`src/sv/spc_pkg.sv`:
```
`timescale 1ns / 1ps
// Shared types, codes and constants of the shutter position controller.
// No dependencies; every other file of the block imports this package.
package spc_pkg;

    // Highest known level: 0 is fully open, FULL_LEVEL is fully closed.
    localparam int FULL_LEVEL = 100;

    localparam logic [6:0] LVL_FULL    = 7'(FULL_LEVEL);
    localparam logic [6:0] LVL_UNKNOWN = 7'(FULL_LEVEL + 1);
    localparam logic [7:0] LVL_IN_FULL = 8'(FULL_LEVEL);

    localparam logic [23:0] MAX24 = 24'hFF_FFFF;
    localparam logic [15:0] MAX16 = 16'hFFFF;

    // Phase codes.
    localparam logic [2:0] PH_IDLE   = 3'd0;
    localparam logic [2:0] PH_HOMING = 3'd1;
    localparam logic [2:0] PH_CALIB  = 3'd2;
    localparam logic [2:0] PH_TARGET = 3'd3;
    localparam logic [2:0] PH_NORMAL = 3'd4;

    // Relay command codes.
    localparam logic [1:0] RELAY_NONE = 2'd0;
    localparam logic [1:0] RELAY_UP   = 2'd1;
    localparam logic [1:0] RELAY_DOWN = 2'd2;
    localparam logic [1:0] RELAY_HALT = 2'd3;

    // Operation codes of an input word.
    localparam logic [1:0] OP_TICK = 2'd0;
    localparam logic [1:0] OP_SET  = 2'd1;
    localparam logic [1:0] OP_STOP = 2'd2;
    localparam logic [1:0] OP_LOAD = 2'd3;

    // Register indexes on the configuration port.
    localparam logic [1:0] REG_COURSE = 2'd0;
    localparam logic [1:0] REG_CALIB  = 2'd1;
    localparam logic [1:0] REG_STEP   = 2'd2;
    localparam logic [1:0] REG_SAFETY = 2'd3;

    typedef struct packed {
        logic [23:0] course_time;
        logic [23:0] calibration_time;
        logic [23:0] step_time;
        logic [15:0] rest_time;
    } spc_cfg_t;

    typedef struct packed {
        logic [2:0]  phase;
        logic        moving_down;
        logic [6:0]  position;
        logic [6:0]  target;
        logic        safety_active;
        logic [15:0] safety_elapsed;
        logic [23:0] phase_elapsed;
    } spc_state_t;

    typedef struct packed {
        logic [1:0] relay_command;
        logic       save_strobe;
        logic [6:0] saved_level;
    } spc_result_t;

endpackage

```
`src/sv/shutter_position_controller_core.sv`:
```
`timescale 1ns / 1ps
// Top level of the time-based shutter position controller.
// Depends on spc_pkg, spc_regs (configuration port) and spc_step (per-word logic).

// The controller takes one input word per clock cycle while in_ready is high and returns exactly one result
// word for each: a word is processed in the cycle it is accepted, the controller state
// registers update at that edge, and the result lands in an output register on the
// next cycle. in_ready stays high while that output register is empty or being drained,
// so a stalled consumer only holds the input back once a result is actually waiting.
// Time advances one millisecond per tick word (op 0); set-level (op 1), stop (op 2) and
// load-stored-level (op 3) words change the target or position and return relay
// command none. An unknown position is resolved by driving up for course plus
// calibration time; each level step takes step_time ticks, reaching an end stop adds a
// calibration overrun, and every halt is followed by a relay rest of rest_time ticks.
// Registers sit on the APB-style port at byte addresses 0 (course_time), 4
// (calibration_time), 8 (step_time) and 12 (rest_time); write them only while the
// controller is idle with no result outstanding.
module shutter_position_controller_core (
    input  logic        clk,
    input  logic        rst_n,
    // Configuration port.
    input  logic        psel,
    input  logic        penable,
    input  logic        pwrite,
    input  logic [3:0]  paddr,
    input  logic [31:0] pwdata,
    output logic [31:0] prdata,
    output logic        pready,
    // Input channel.
    input  logic        in_valid,
    output logic        in_ready,
    input  logic [1:0]  op,
    input  logic [7:0]  level_value,
    // Output channel.
    output logic        out_valid,
    input  logic        out_ready,
    output logic [1:0]  relay_command,
    output logic        save_strobe,
    output logic [6:0]  saved_level,
    output logic        is_idle,
    output logic [6:0]  current_level
);
    import spc_pkg::*;

    spc_cfg_t    cfg;
    spc_state_t  state_reg;
    spc_state_t  state_next;
    spc_result_t step_res;
    logic        in_fire;

    // Output register; the payload needs no reset.
    logic        out_valid_reg;
    spc_result_t res_reg;
    logic        idle_reg;
    logic [6:0]  level_reg;

    spc_regs u_regs (
        .clk     (clk),
        .rst_n   (rst_n),
        .psel    (psel),
        .penable (penable),
        .pwrite  (pwrite),
        .paddr   (paddr),
        .pwdata  (pwdata),
        .prdata  (prdata),
        .pready  (pready),
        .cfg     (cfg)
    );

    spc_step u_step (
        .cfg         (cfg),
        .cur         (state_reg),
        .op          (op),
        .level_value (level_value),
        .nxt         (state_next),
        .res         (step_res)
    );

    // A new word may enter whenever the output register is free or emptying this cycle.
    assign in_ready = !out_valid_reg || out_ready;
    assign in_fire  = in_valid && in_ready;

    always_ff @(posedge clk or negedge rst_n)
    begin
        if (!rst_n)
        begin
            state_reg.phase          <= PH_IDLE;
            state_reg.moving_down    <= 1'b0;
            state_reg.position       <= LVL_UNKNOWN;
            state_reg.target         <= LVL_UNKNOWN;
            state_reg.safety_active  <= 1'b0;
            state_reg.safety_elapsed <= 16'd0;
            state_reg.phase_elapsed  <= 24'd0;
            out_valid_reg            <= 1'b0;
        end
        else
        begin
            if (in_fire)
            begin
                state_reg <= state_next;
            end
            if (in_fire)
            begin
                out_valid_reg <= 1'b1;
            end
            else if (out_ready)
            begin
                out_valid_reg <= 1'b0;
            end
        end
    end

    always_ff @(posedge clk)
    begin
        if (in_fire)
        begin
            res_reg   <= step_res;
            idle_reg  <= (state_next.phase == PH_IDLE);
            level_reg <= state_next.position;
        end
    end

    assign out_valid     = out_valid_reg;
    assign relay_command = res_reg.relay_command;
    assign save_strobe   = res_reg.save_strobe;
    assign saved_level   = res_reg.saved_level;
    assign is_idle       = idle_reg;
    assign current_level = level_reg;

endmodule

```
`src/sv/spc_regs.sv`:
```
`timescale 1ns / 1ps
// Configuration register file of the shutter position controller on an APB-style port.
// Depends on spc_pkg for the register indexes and the configuration struct.
module spc_regs (
    input  logic              clk,
    input  logic              rst_n,
    input  logic              psel,
    input  logic              penable,
    input  logic              pwrite,
    input  logic [3:0]        paddr,
    input  logic [31:0]       pwdata,
    output logic [31:0]       prdata,
    output logic              pready,
    output spc_pkg::spc_cfg_t cfg
);
    import spc_pkg::*;

    spc_cfg_t   cfg_reg;
    logic       wr_en;
    logic [1:0] reg_index;

    assign pready    = 1'b1;
    assign reg_index = paddr[3:2];
    assign wr_en     = psel && penable && pwrite && pready;
    assign cfg       = cfg_reg;

    always_ff @(posedge clk or negedge rst_n)
    begin
        if (!rst_n)
        begin
            cfg_reg.course_time      <= 24'd30000;
            cfg_reg.calibration_time <= 24'd3000;
            cfg_reg.step_time        <= 24'd300;
            cfg_reg.rest_time        <= 16'd1000;
        end
        else if (wr_en)
        begin
            case (reg_index)
                REG_COURSE: cfg_reg.course_time      <= pwdata[23:0];
                REG_CALIB:  cfg_reg.calibration_time <= pwdata[23:0];
                REG_STEP:   cfg_reg.step_time        <= pwdata[23:0];
                REG_SAFETY: cfg_reg.rest_time        <= pwdata[15:0];
                default:    cfg_reg.rest_time        <= cfg_reg.rest_time;
            endcase
        end
    end

    always_comb
    begin
        case (reg_index)
            REG_COURSE: prdata = {8'd0, cfg_reg.course_time};
            REG_CALIB:  prdata = {8'd0, cfg_reg.calibration_time};
            REG_STEP:   prdata = {8'd0, cfg_reg.step_time};
            REG_SAFETY: prdata = {16'd0, cfg_reg.rest_time};
            default:    prdata = 32'd0;
        endcase
    end

endmodule

```
`src/sv/spc_step.sv`:
```
`timescale 1ns / 1ps
// Next-state and result logic of the shutter position controller for one input word.
// Depends on spc_pkg for codes, constants and the state, config and result structs.
module spc_step (
    input  spc_pkg::spc_cfg_t    cfg,
    input  spc_pkg::spc_state_t  cur,
    input  logic [1:0]           op,
    input  logic [7:0]           level_value,
    output spc_pkg::spc_state_t  nxt,
    output spc_pkg::spc_result_t res
);
    import spc_pkg::*;

    logic [15:0] se_inc;
    logic [23:0] pe_inc;
    logic [24:0] homing_sum;
    logic [23:0] homing_time;
    logic [6:0]  stepped_pos;
    logic        leaves_range;
    logic        set_down;

    assign se_inc      = (cur.safety_elapsed < MAX16) ? cur.safety_elapsed + 16'd1
                                                      : cur.safety_elapsed;
    assign pe_inc      = (cur.phase_elapsed < MAX24) ? cur.phase_elapsed + 24'd1
                                                     : cur.phase_elapsed;
    assign homing_sum  = {1'b0, cfg.course_time} + {1'b0, cfg.calibration_time};
    assign homing_time = homing_sum[24] ? MAX24 : homing_sum[23:0];
    assign stepped_pos = cur.moving_down ? cur.position + 7'd1 : cur.position - 7'd1;
    assign leaves_range = (!cur.moving_down && cur.position == 7'd0) ||
                          (cur.moving_down && cur.position >= LVL_FULL);
    assign set_down    = level_value > {1'b0, cur.position};

    always_comb
    begin
        nxt = cur;
        res = '{relay_command: RELAY_NONE, save_strobe: 1'b0, saved_level: 7'd0};

        case (op)
            OP_TICK:
            begin
                nxt.safety_elapsed = se_inc;
                nxt.phase_elapsed  = pe_inc;
                if (cur.safety_active)
                begin
                    if (se_inc >= cfg.rest_time)
                        nxt.safety_active = 1'b0;
                end
                else if (cur.position == LVL_UNKNOWN)
                begin
                    if (cur.phase != PH_HOMING)
                    begin
                        res.relay_command = RELAY_UP;
                        nxt.phase         = PH_HOMING;
                        nxt.phase_elapsed = 24'd0;
                    end
                    else if (pe_inc >= homing_time)
                    begin
                        res.relay_command  = RELAY_HALT;
                        nxt.safety_active  = 1'b1;
                        nxt.safety_elapsed = 16'd0;
                        nxt.phase          = PH_IDLE;
                        nxt.position       = 7'd0;
                        res.save_strobe    = 1'b1;
                        res.saved_level    = 7'd0;
                    end
                end
                else if (cur.phase == PH_IDLE && cur.target == LVL_UNKNOWN)
                begin
                    nxt.phase_elapsed = pe_inc;
                end
                else if (cur.phase == PH_CALIB)
                begin
                    if (pe_inc >= cfg.calibration_time)
                    begin
                        res.relay_command  = RELAY_HALT;
                        nxt.safety_active  = 1'b1;
                        nxt.safety_elapsed = 16'd0;
                        nxt.phase          = PH_IDLE;
                        res.save_strobe    = 1'b1;
                        res.saved_level    = cur.position;
                    end
                end
                else if (cur.phase == PH_IDLE)
                begin
                    // Starting a move: the stored level is no longer trustworthy.
                    res.save_strobe   = 1'b1;
                    res.saved_level   = LVL_UNKNOWN;
                    nxt.moving_down   = cur.target > cur.position;
                    res.relay_command = (cur.target > cur.position) ? RELAY_DOWN : RELAY_UP;
                    nxt.phase         = PH_TARGET;
                    nxt.phase_elapsed = 24'd0;
                end
                else if (pe_inc >= cfg.step_time)
                begin
                    nxt.phase_elapsed = 24'd0;
                    if (leaves_range)
                    begin
                        nxt.position       = LVL_UNKNOWN;
                        res.relay_command  = RELAY_HALT;
                        nxt.safety_active  = 1'b1;
                        nxt.safety_elapsed = 16'd0;
                        nxt.phase          = PH_IDLE;
                        nxt.target         = LVL_UNKNOWN;
                        res.save_strobe    = 1'b1;
                        res.saved_level    = LVL_UNKNOWN;
                    end
                    else
                    begin
                        nxt.position = stepped_pos;
                        if (stepped_pos == 7'd0 || stepped_pos == LVL_FULL)
                        begin
                            nxt.phase = PH_CALIB;
                            if (stepped_pos == cur.target)
                                nxt.target = LVL_UNKNOWN;
                        end
                        else if (cur.phase == PH_NORMAL)
                        begin
                            res.relay_command  = RELAY_HALT;
                            nxt.safety_active  = 1'b1;
                            nxt.safety_elapsed = 16'd0;
                            nxt.phase          = PH_IDLE;
                            if (cur.target == LVL_UNKNOWN)
                            begin
                                res.save_strobe = 1'b1;
                                res.saved_level = stepped_pos;
                            end
                        end
                        else if (cur.phase == PH_TARGET && stepped_pos == cur.target)
                        begin
                            res.relay_command  = RELAY_HALT;
                            nxt.safety_active  = 1'b1;
                            nxt.safety_elapsed = 16'd0;
                            nxt.phase          = PH_IDLE;
                            nxt.target         = LVL_UNKNOWN;
                            res.save_strobe    = 1'b1;
                            res.saved_level    = stepped_pos;
                        end
                    end
                end
            end
            OP_SET:
            begin
                if (level_value <= LVL_IN_FULL &&
                    !(cur.phase == PH_IDLE && level_value[6:0] == cur.position) &&
                    !((cur.phase == PH_TARGET || cur.phase == PH_NORMAL) &&
                      level_value[6:0] == cur.target))
                begin
                    nxt.target = level_value[6:0];
                    if (cur.phase == PH_TARGET && set_down != cur.moving_down)
                        nxt.phase = PH_NORMAL;
                end
            end
            OP_STOP:
            begin
                if (cur.phase != PH_IDLE)
                begin
                    nxt.target = LVL_UNKNOWN;
                    if (cur.phase == PH_TARGET)
                        nxt.phase = PH_NORMAL;
                end
            end
            OP_LOAD:
            begin
                nxt.position = (level_value > LVL_IN_FULL) ? LVL_UNKNOWN : level_value[6:0];
            end
            default:
            begin
                nxt = cur;
            end
        endcase
    end

endmodule
```
`config.mk`:
```
export PLATFORM = sky130hd
export DESIGN_NAME = shutter_position_controller_core
export DESIGN_NICKNAME = d
export VERILOG_FILES = /design/src/sv/spc_pkg.sv /design/src/sv/shutter_position_controller_core.sv /design/src/sv/spc_regs.sv /design/src/sv/spc_step.sv
export SDC_FILE = /design/constraint.sdc
export NUM_CORES = 1
export LEC_CHECK = 0
export BUFFER_PORTS_ARGS = -buffer_cell sky130_fd_sc_hd__buf_2
export CELL_PAD_IN_SITES_DETAIL_PLACEMENT = 0
export CELL_PAD_IN_SITES_GLOBAL_PLACEMENT = 1
export CORE_MARGIN = 2
export CORE_UTILIZATION = 41
export CTS_BUF_LIST = sky130_fd_sc_hd__clkbuf_4
export DETAILED_ROUTE_END_ITERATION = 10
export GPL_TIMING_DRIVEN = 0
export HOLD_SLACK_MARGIN = 0.15
export PLACE_DENSITY = 0.71
export REMOVE_ABC_BUFFERS = 1
export SLEW_MARGIN = 20
export SYNTH_ARGS = -nofsm -noshare
export SYNTH_HDL_FRONTEND = slang
export SYNTH_HIERARCHICAL = 1
export SYNTH_SLANG_ARGS = --single-unit
```
`constraint.sdc`:
```
create_clock -name clk -period 7 [get_ports clk]
set_input_delay 0.35 -clock clk [delete_from_list [all_inputs] [get_ports clk]]
set_output_delay 0.35 -clock clk [all_outputs]
set_load 0.01 [all_outputs]
```
==> results.json, run 1 <==
{
  "wl_per_cell_um": 19.0,
  "power_leakage_nw": 7.25,
  "grt_usage": 0.217,
  "max_freq_mhz": 163,
  "synthCells": 1486,
  "largest_register_ffs": 88,
  "fin_ws_ns": 0.856,
  "met3WireLength_mm": 1.92,
  "hold_violations": 0,
  "worst-path-max-fanout": 19,
  "ys_ff_latch": 166,
  "area_growth_pct": 9.53,
  "end_kind": "flop",
  "hold_path_class": "input pin to flop",
  "boundaryPins": 106,
  "whs_path_depth": 3,
  "clkTransAtPathRegs_ns": 0.15,
  "wirelength_met1_mm": 18.3,
  "drive_above_1_share": 0.223,
  "antenna_found_initial": 2,
  "cts_made_buffers": 17,
  "ys_seq_area_frac": 0.298,
  "clk_path_buf_depth": 2,
  "ctsHoldBuffers": 27,
  "htree_levels": 4,
  "fillers": 3445,
  "fin_crit_sh": 0.878,
  "chipWidth_um": 191,
  "path_class": "flop to flop",
  "pre_cts_slack_ns": 1.05,
  "async_flop_share": 0.892,
  "cts_setup_buffers": 0,
  "finClkSkew_ns": 0.0338,
  "post-route-min-period_ns": 6.14,
  "route.met2.wl_mm": 17.8,
  "avgSynthCellArea_um2": 9.68,
  "yosys_warnings": 6,
  "synth_area_mm2": 0.0144,
  "cts_tree": "yes",
  "core_area_mm2": 0.0345,
  "whs_ns": 0.234,
  "vdd_drop_max_mv": 0.163,
  "rows": 68,
  "rrSetupSlack_ns": 0.86,
  "cpMaxStageDelayCell": "nand3_1",
  "hpwl_mm": 29.2,
  "drtAntennaViolNets": 0,
  "placed_cells": 1976,
  "synth-main-ff-cell": "dfrtp_1",
  "final_max_slew_viol_count": 0,
  "path_cells": "ha_1 > nand4_1 > nor4_1 > nand3_1 > nor3b_1 > nand3_1 > nor2_1 > xor2_1 > ha_1 > a21o_1 > a21o_1 > a21oi_1 > o41a_1 > nand2_1 > a31oi_1 > a21oi_4 > or2_2 > mux2_4",
  "top_layer": "met4",
  "crit_path_max_incr_delay_ns": 0.71,
  "viasPerCell": 5.64,
  "critical_path_required_ns": 7.51,
  "drc": 0,
  "outcome": "finished, final reports clean",
  "drt_first_pass_iters": 5,
  "grt_pass1_wl_mm": 62.2,
  "rsz0062_at_grt": "false",
  "finalPower_w": 0.00477,
  "ys_types": 89,
  "grt_start_max_net_pins": 90,
  "die_area_mm2": 0.0366,
  "cts_resized": 0,
  "nNetsFinal": 1761,
  "vias": 11500,
  "reg2regPathDepth": 18,
  "start_util": 0.417,
  "tightest_slew_ns": 0.981,
  "tns_ns": 0,
  "arrival_ns": 6.66,
  "portBuffers": 86,
  "instances_no_fill": 2038,
  "cts_root_buf": "clkbuf_4",
  "powerDensity_mw_per_mm2": 303,
  "grt.overflow.total": 0,
  "gp_congestion": 0.842,
  "drt_iter0_drc": 792,
  "insertion_delay_ns": 0.62,
  "synth_edf_count": 18,
  "grt_pass1_vias": 11300,
  "final-setup-viol-count": 0,
  "fp.dieH_um": 191,
  "cap_violations": 0,
  "drt-total-wl_mm": 38.7,
  "clock_sinks": 166,
  "relSlewSlack": 0.341,
  "crit_path_start_kind": "flop"
}
[cells in the mapped netlist, drive strengths merged, types with 9 or more instances]
cell type	number	area, um2
dfstp	32	841
o211ai	13	97.6
xnor2	57	499
and2	10	62.6
nand4	33	206
buf	41	307
nand3	46	230
nor3	43	220
o22ai	13	81.3
a211o	10	87.6
or3	11	68.8
nor2	140	526
o21ai	58	290
a31oi	15	109
a21oi	76	395
a21o	29	218
o31ai	10	75.1
mux2i	15	150
a211oi	12	103
clkbuf	22	82.6
xor2	37	324
ha	138	1730
edfxtp	18	541
nand2b	11	76.3
or2	9	56.3
nand2	79	304
o21a	14	105
dfrtp	116	2900
mux4	16	360
inv	99	372
mux2	150	1990
nor2b	12	75.1
[cells by family (layout without fill, tap and decap cells)]
| group | after synthesis | count (layout) | share of synthesized area |
|---|---|---|---|
| adders and majority gates | 140 | 140 | 0.123 |
| muxes | 181 | 181 | 0.173 |
| buffers and inverters | 162 | 250 | 0.0529 |
| DFF | 166 | 166 | 0.298 |
| AOI/OAI and AO/OA | 310 | 310 | 0.147 |
| xor gates and xnor gates | 95 | 95 | 0.0588 |
| and+or+nand+nor | 430 | 430 | 0.147 |
| other | 2 | 11 | 0.000522 |
[final cells by class]
class / instances / area (um2) / area share
Antenna cell: 2 / 5.00 / 0.000318
Sequential cell: 166 / 4280 / 0.272
Inverter: 99 / 372 / 0.0236
Tap cell: 455 / 569 / 0.0361
Multi-Input combinational cell: 1165 / 9410 / 0.597
Timing Repair Buffer: 119 / 848 / 0.0538
Clock inverter: 14 / 134 / 0.00849
Clock buffer: 18 / 135 / 0.00857
[final timing paths]
path                           startpoint          endpoint
max reg2reg                  state_reg[0]     state_reg[40]
min in group asynchronous           rst_n    u_regs/cfg[25]
max                          state_reg[0]     state_reg[40]
min                        level_value[1]  current_level[1]
max in group asynchronous           rst_n     state_reg[53]
min reg2reg                u_regs/cfg[12]    u_regs/cfg[12]
[cell usage in the layout, fill, tap and decap left out, types with 27 or more instances in the layout]
master and n:
o21ai_0 57, nand3_1 46, nand4_1 33, a21oi_1 73
mux2_2 71, dfrtp_1 116, nand2_1 78, xnor2_1 57
dlygate4sd3_1 27, mux2_4 79, ha_1 137, nor2_1 137
a21o_1 29, xor2_1 37, buf_2 85, nor3_1 42
inv_1 98, dfstp_2 32
[report_power, final]
part           internal, W  total [W]  switching, W
clock network     0.000212   0.000576      0.000363
registers          0.00122    0.00153      0.000305
logic              0.00119    0.00267       0.00147
total              0.00263    0.00477       0.00214
[worst max-delay path, delay by kind of cell (launching register included)]
kind | cells | cell delay, ns
AO/OA/AOI/OAI | 6 | 1.63
flip-flops | 1 | 0.51
AND/OR/NAND/NOR | 8 | 2.74
XOR/XNOR | 1 | 0.30
adder cells (fa/ha/maj) | 2 | 0.57
multiplexers | 1 | 0.26
[metrics by stage]
step | instance area (um2) | utilization
2_1_floorplan | 14000 | -
3_3_place_gp | 15000 | 0.435
3_5_place_dp | 15200 | 0.440
4_1_cts | 15700 | 0.456
5_1_grt | 15800 | 0.456
6_report | 15800 | 0.456
[routing by layer]
layer,global-route usage,vias up
li1,-,5587
met1,0.302,5589
met2,0.349,279
met3,0.0362,39
met4,0.0536,0
met5,0,-
(Power assumes the default switching activity.)
==> inputs of run 2 (changes only) <==
--- a/config.mk
+++ b/config.mk
@@ -8,6 +8,7 @@
 export BUFFER_PORTS_ARGS = -buffer_cell sky130_fd_sc_hd__buf_2
 export CELL_PAD_IN_SITES_DETAIL_PLACEMENT = 0
 export CELL_PAD_IN_SITES_GLOBAL_PLACEMENT = 1
+export CORE_ASPECT_RATIO = 1.4
 export CORE_MARGIN = 2
 export CORE_UTILIZATION = 41
 export CTS_BUF_LIST = sky130_fd_sc_hd__clkbuf_4
@@ -21,3 +22,4 @@
 export SYNTH_HDL_FRONTEND = slang
 export SYNTH_HIERARCHICAL = 1
 export SYNTH_SLANG_ARGS = --single-unit
+export TNS_END_PERCENT = 20
==> results.json, run 2 (same netlist as run 1, synthesis figures left out) <==
{
  "cts_setup_buffers": 0,
  "hold_violations": 0,
  "outcome": "finished, final reports clean",
  "cap_violations": 0,
  "rrSetupSlack_ns": 0.78,
  "final-setup-viol-count": 0,
  "cts_root_buf": "clkbuf_4",
  "clk_path_buf_depth": 2,
  "drc": 0,
  "area_growth_pct": 9.48,
  "grt.overflow.total": 0,
  "rows": 81,
  "post-route-min-period_ns": 6.22,
  "fp.dieH_um": 226,
  "start_util": 0.414,
  "wl_per_cell_um": 19.7,
  "placed_cells": 1977,
  "cts_made_buffers": 17,
  "finClkSkew_ns": 0.0280,
  "end_kind": "flop",
  "core_area_mm2": 0.0348,
  "grt_usage": 0.223,
  "critical_path_required_ns": 7.56,
  "grt_pass1_wl_mm": 63.8,
  "cp-endpoint": "state_reg[1]",
  "vdd_drop_max_mv": 0.158,
  "drt_iter0_drc": 748,
  "arrival_ns": 6.78,
  "drt-total-wl_mm": 40.2,
  "reg2reg_from": "state_reg[0]",
  "relSlewSlack": 0.279,
  "hold_path_class": "input pin to flop",
  "largest_register_ffs": 88,
  "fin_ws_ns": 0.778,
  "reg2reg_to": "state_reg[1]",
  "tightest_slew_ns": 1.07,
  "fillers": 3345,
  "vias": 11600,
  "clkTransAtPathRegs_ns": 0.16,
  "antenna_found_initial": 1,
  "worst-path-max-fanout": 24,
  "viasPerCell": 5.69,
  "grt_start_max_net_pins": 85,
  "path_class": "flop to flop",
  "portBuffers": 86,
  "boundaryPins": 106,
  "drt_first_pass_iters": 5,
  "grt_pass1_vias": 11700,
  "final_cell_mix": "nor2_1, ha_1, dfrtp_1, inv_1, buf_2",
  "instances_no_fill": 2037,
  "chipWidth_um": 162,
  "gp_congestion": 0.889,
  "fin_crit_sh": 0.889,
  "insertion_delay_ns": 0.67,
  "max_freq_mhz": 161,
  "crit_path_start_kind": "flop",
  "hpwl_mm": 30.4,
  "powerDensity_mw_per_mm2": 306,
  "drive_above_1_share": 0.224,
  "final_max_slew_viol_count": 0,
  "tns_ns": 0,
  "finalPower_w": 0.00481,
  "cts_tree": "yes",
  "rsz0062_at_grt": "false",
  "pre_cts_slack_ns": 0.885,
  "reg2regPathDepth": 17,
  "startpoint": "state_reg[0]",
  "nNetsFinal": 1760,
  "drtAntennaViolNets": 0,
  "htree_levels": 4,
  "clock_sinks": 166,
  "power_leakage_nw": 7.25,
  "die_area_mm2": 0.0366,
  "whs_ns": 0.204
}
## run 2: cell count changes in the layout (fill, tap and decap cells not counted), sizes merged
| cell | previous run | this run |
|---|---|---|
| buf | 92 | 91 |
| diode | 2 | 1 |
| clkinv | 9 | 5 |
| clkbuf | 18 | 17 |
| inv | 101 | 108 |
| bufinv | 2 | 1 |
| clkinvlp | 1 | 0 |
## run 2: critical path: stages, from the launching register on
cell and delay [ns]:
dfrtp_1 0.49, ha_1 0.28, nand4_1 0.14, nor4_1 0.60, nand3_1 0.71, nor3b_1 0.39
nand3_1 0.19, nor2_1 0.08, xnor2_1 0.40, ha_1 0.21, nand4_1 0.12, a211o_1 0.29
o41a_1 0.48, and2_1 0.32, a211o_1 0.35, a21oi_4 0.62, nor3_1 0.13, mux2_4 0.29
## run 2: area by class of cell
cell class	instances	area [um2]	share of cell area
Multi-Input combinational cell	1165	9410	0.598
Sequential cell	166	4280	0.272
Timing Repair Buffer	118	825	0.0523
Tap cell	456	571	0.0362
Inverter	99	372	0.0236
Clock inverter	15	159	0.0101
Clock buffer	17	128	0.00810
Antenna cell	1	2.50	0.000159
## run 2: per-stage QoR
step / instance area [um2] / util
CTS: 15800 / 0.453
global placement: 15000 / 0.432
global route: 15800 / 0.453
floorplan: 14000 / -
finish: 15800 / 0.453
detailed placement: 15200 / 0.437
## run 2: how the worst min path moves through the flow
stage / from / end / slack [ns] / depth (start not counted)
final: level_value[1] / current_level[1] / 0.20 / 3
after global routing: level_value[1] / current_level[1] / 0.20 / 3
after CTS: level_value[1] / current_level[1] / 0.17 / 3
after detailed placement: rst_n / state_reg[51] / 0.40 / 1
after global placement: state_reg[10] / state_reg[10] / 0.50 / 1
after floorplan: rst_n / out_valid / 0.05 / 0
## run 2: report_power, final
part | leakage, nW | internal, W | switching [W]
clock network | 0.158 | 0.000192 | 0.000421
registers | 2.00 | 0.00122 | 0.000304
logic | 5.10 | 0.00119 | 0.00148
total | 7.25 | 0.00261 | 0.00221
## run 2: timing repair
action,4_1_cts,5_1_grt
resized for setup,0,0
endpoints found under the hold margin,172,0
hold buffers,27,0
endpoints found under the setup margin,0,0
## run 2: layer usage
layer,vias to the layer above,part of all wire,GRT usage
met4,0,0.025,0.0816
met5,-,0,0
li1,5592,-,-
met1,5704,0.43,0.271
met3,63,0.026,0.0219
met2,235,0.52,0.406
==> inputs of run 3 (changes only) <==
--- a/config.mk
+++ b/config.mk
@@ -16,7 +16,6 @@
 export GPL_TIMING_DRIVEN = 0
 export HOLD_SLACK_MARGIN = 0.15
 export PLACE_DENSITY = 0.71
-export REMOVE_ABC_BUFFERS = 1
 export SLEW_MARGIN = 20
 export SYNTH_ARGS = -nofsm -noshare
 export SYNTH_HDL_FRONTEND = slang
==> results.json, run 3 (same netlist as run 1, synthesis figures left out) <==
{
  "stdcell_area_mm2": 0.0160,
  "whs_path_depth": 4,
  "hpwl_mm": 33.0,
  "relSlewSlack": 0.223,
  "cts_resized": 0,
  "hold_path_class": "input pin to flop",
  "cts_tree": "yes",
  "nNetsFinal": 1818,
  "drtAntennaViolNets": 0,
  "wl_per_cell_um": 20.3,
  "grt_use_met1": 0.274,
  "holdPathEnd": "u_regs/cfg[77]",
  "die_area_mm2": 0.0366,
  "area_growth_pct": 11.2,
  "drt-total-wl_mm": 42.5,
  "cts_root_buf": "clkbuf_4",
  "startpoint": "u_regs/cfg[40]",
  "grt.overflow.total": 0,
  "final-setup-viol-count": 0,
  "final_max_slew_viol_count": 0,
  "viasPerCell": 5.66,
  "grt_start_max_net_pins": 80,
  "worst-path-max-fanout": 10,
  "final_common_cell": "nor2_1",
  "hp-start": "penable",
  "grt_usage": 0.236,
  "path_class": "flop to flop",
  "gp_congestion": 0.877,
  "fin_crit_sh": 0.871,
  "rsz0062_at_grt": "false",
  "boundaryPins": 106,
  "arrival_ns": 6.64,
  "grt_pass1_wl_mm": 66.3,
  "ctsHoldBuffers": 28,
  "drt_first_pass_iters": 5,
  "tns_ns": 0,
  "antenna_found_initial": 2,
  "vdd_drop_max_mv": 0.171,
  "rrSetupSlack_ns": 0.91,
  "core_area_mm2": 0.0348,
  "powerDensity_mw_per_mm2": 303,
  "portBuffers": 84,
  "placed_cells": 2034,
  "reg2reg_to": "state_reg[38]",
  "drc": 0,
  "drive_above_1_share": 0.231,
  "crit_path_start_kind": "flop",
  "clk_path_buf_depth": 2,
  "tightest_slew_ns": 1.16,
  "reg2reg_from": "u_regs/cfg[40]",
  "reg2regPathDepth": 21,
  "cts_made_buffers": 17,
  "use_met3": 0.0331,
  "max_freq_mhz": 164,
  "busiest_layer": "met2",
  "rows": 81,
  "critical_path_required_ns": 7.54,
  "fp.dieH_um": 226,
  "clock_sinks": 166,
  "start_util": 0.414,
  "grt_pass1_vias": 11900,
  "end_kind": "flop",
  "clkTransAtPathRegs_ns": 0.17,
  "grtUsageMet2": 0.428,
  "cts_setup_buffers": 0,
  "finClkSkew_ns": 0.0332,
  "power_leakage_nw": 7.43,
  "dpl_cell_area_mm2": 0.0154,
  "largest_register_ffs": 88,
  "drt_iter0_drc": 615,
  "final_cell_mix": "nor2_1, ha_1, dfrtp_1, inv_1, buf_2",
  "chipWidth_um": 162,
  "insertion_delay_ns": 0.65,
  "post-route-min-period_ns": 6.09,
  "finalPower_w": 0.00486,
  "vias": 11900,
  "outcome": "finished, final reports clean",
  "instances_no_fill": 2095,
  "final_core_util": 0.460,
  "htree_levels": 4,
  "cap_violations": 0,
  "hold_violations": 0
}
## run 3: layer usage
metal	up-vias	share of wire
met5	-	0.00026
met4	2	0.041
met3	97	0.037
met2	317	0.51
met1	5725	0.41
li1	5711	-
## run 3: worst max-delay path, cell delays in order, from the launching register on
cell	delay (ns)
dfrtp_1	0.43
ha_1	0.24
fa_1	0.26
a211oi_1	0.10
o21ai_0	0.55
a32oi_1	0.23
o211ai_1	0.20
nand2_1	0.15
o21a_1	0.27
nor2_1	0.31
clkbuf_1	0.50
nor2_1	0.12
ha_1	0.32
a21o_1	0.11
a21oi_1	0.07
o211ai_1	0.24
a211o_1	0.24
a31oi_1	0.19
nor2_1	0.62
clkbuf_1	0.44
nor3_1	0.11
mux2_4	0.28
## run 3: report_power, final
group	switching, W	internal [W]	total, W	leakage (nW)
clock	0.000408	0.000196	0.000604	0.153
sequential	0.000251	0.00122	0.00147	2.00
combinational	0.00156	0.00122	0.00278	5.27
## run 3: cell type report
class                   instances  area (um2)
clock buffers                  19         143
fillers                      3325       18800
repair buffers                113         738
flip-flops and latches        166        4280
diodes                          1        2.50
plain buffers                  63         389
multi-input cells            1165        9370
clock inverters                13         136
well taps                     456         571
inverters                      99         372
## run 3: how the worst max path moves through the flow
stage	to	slack [ns]	cells after the start
after floorplan	state_reg[14]	2.45	19
after global placement	state_reg[38]	0.90	20
after detailed placement	state_reg[33]	0.91	21
after CTS	state_reg[39]	0.84	21
after global routing	state_reg[39]	0.62	20
final	state_reg[38]	0.91	21
## run 3: stage by stage
step                      worst slack [ns]  hold WS [ns]
after detailed placement             0.912         0.366
after CTS                            0.840         0.158
after floorplan                       2.45        0.0544
after global routing                 0.618         0.181
after global placement               0.902         0.496
final                                0.905         0.220
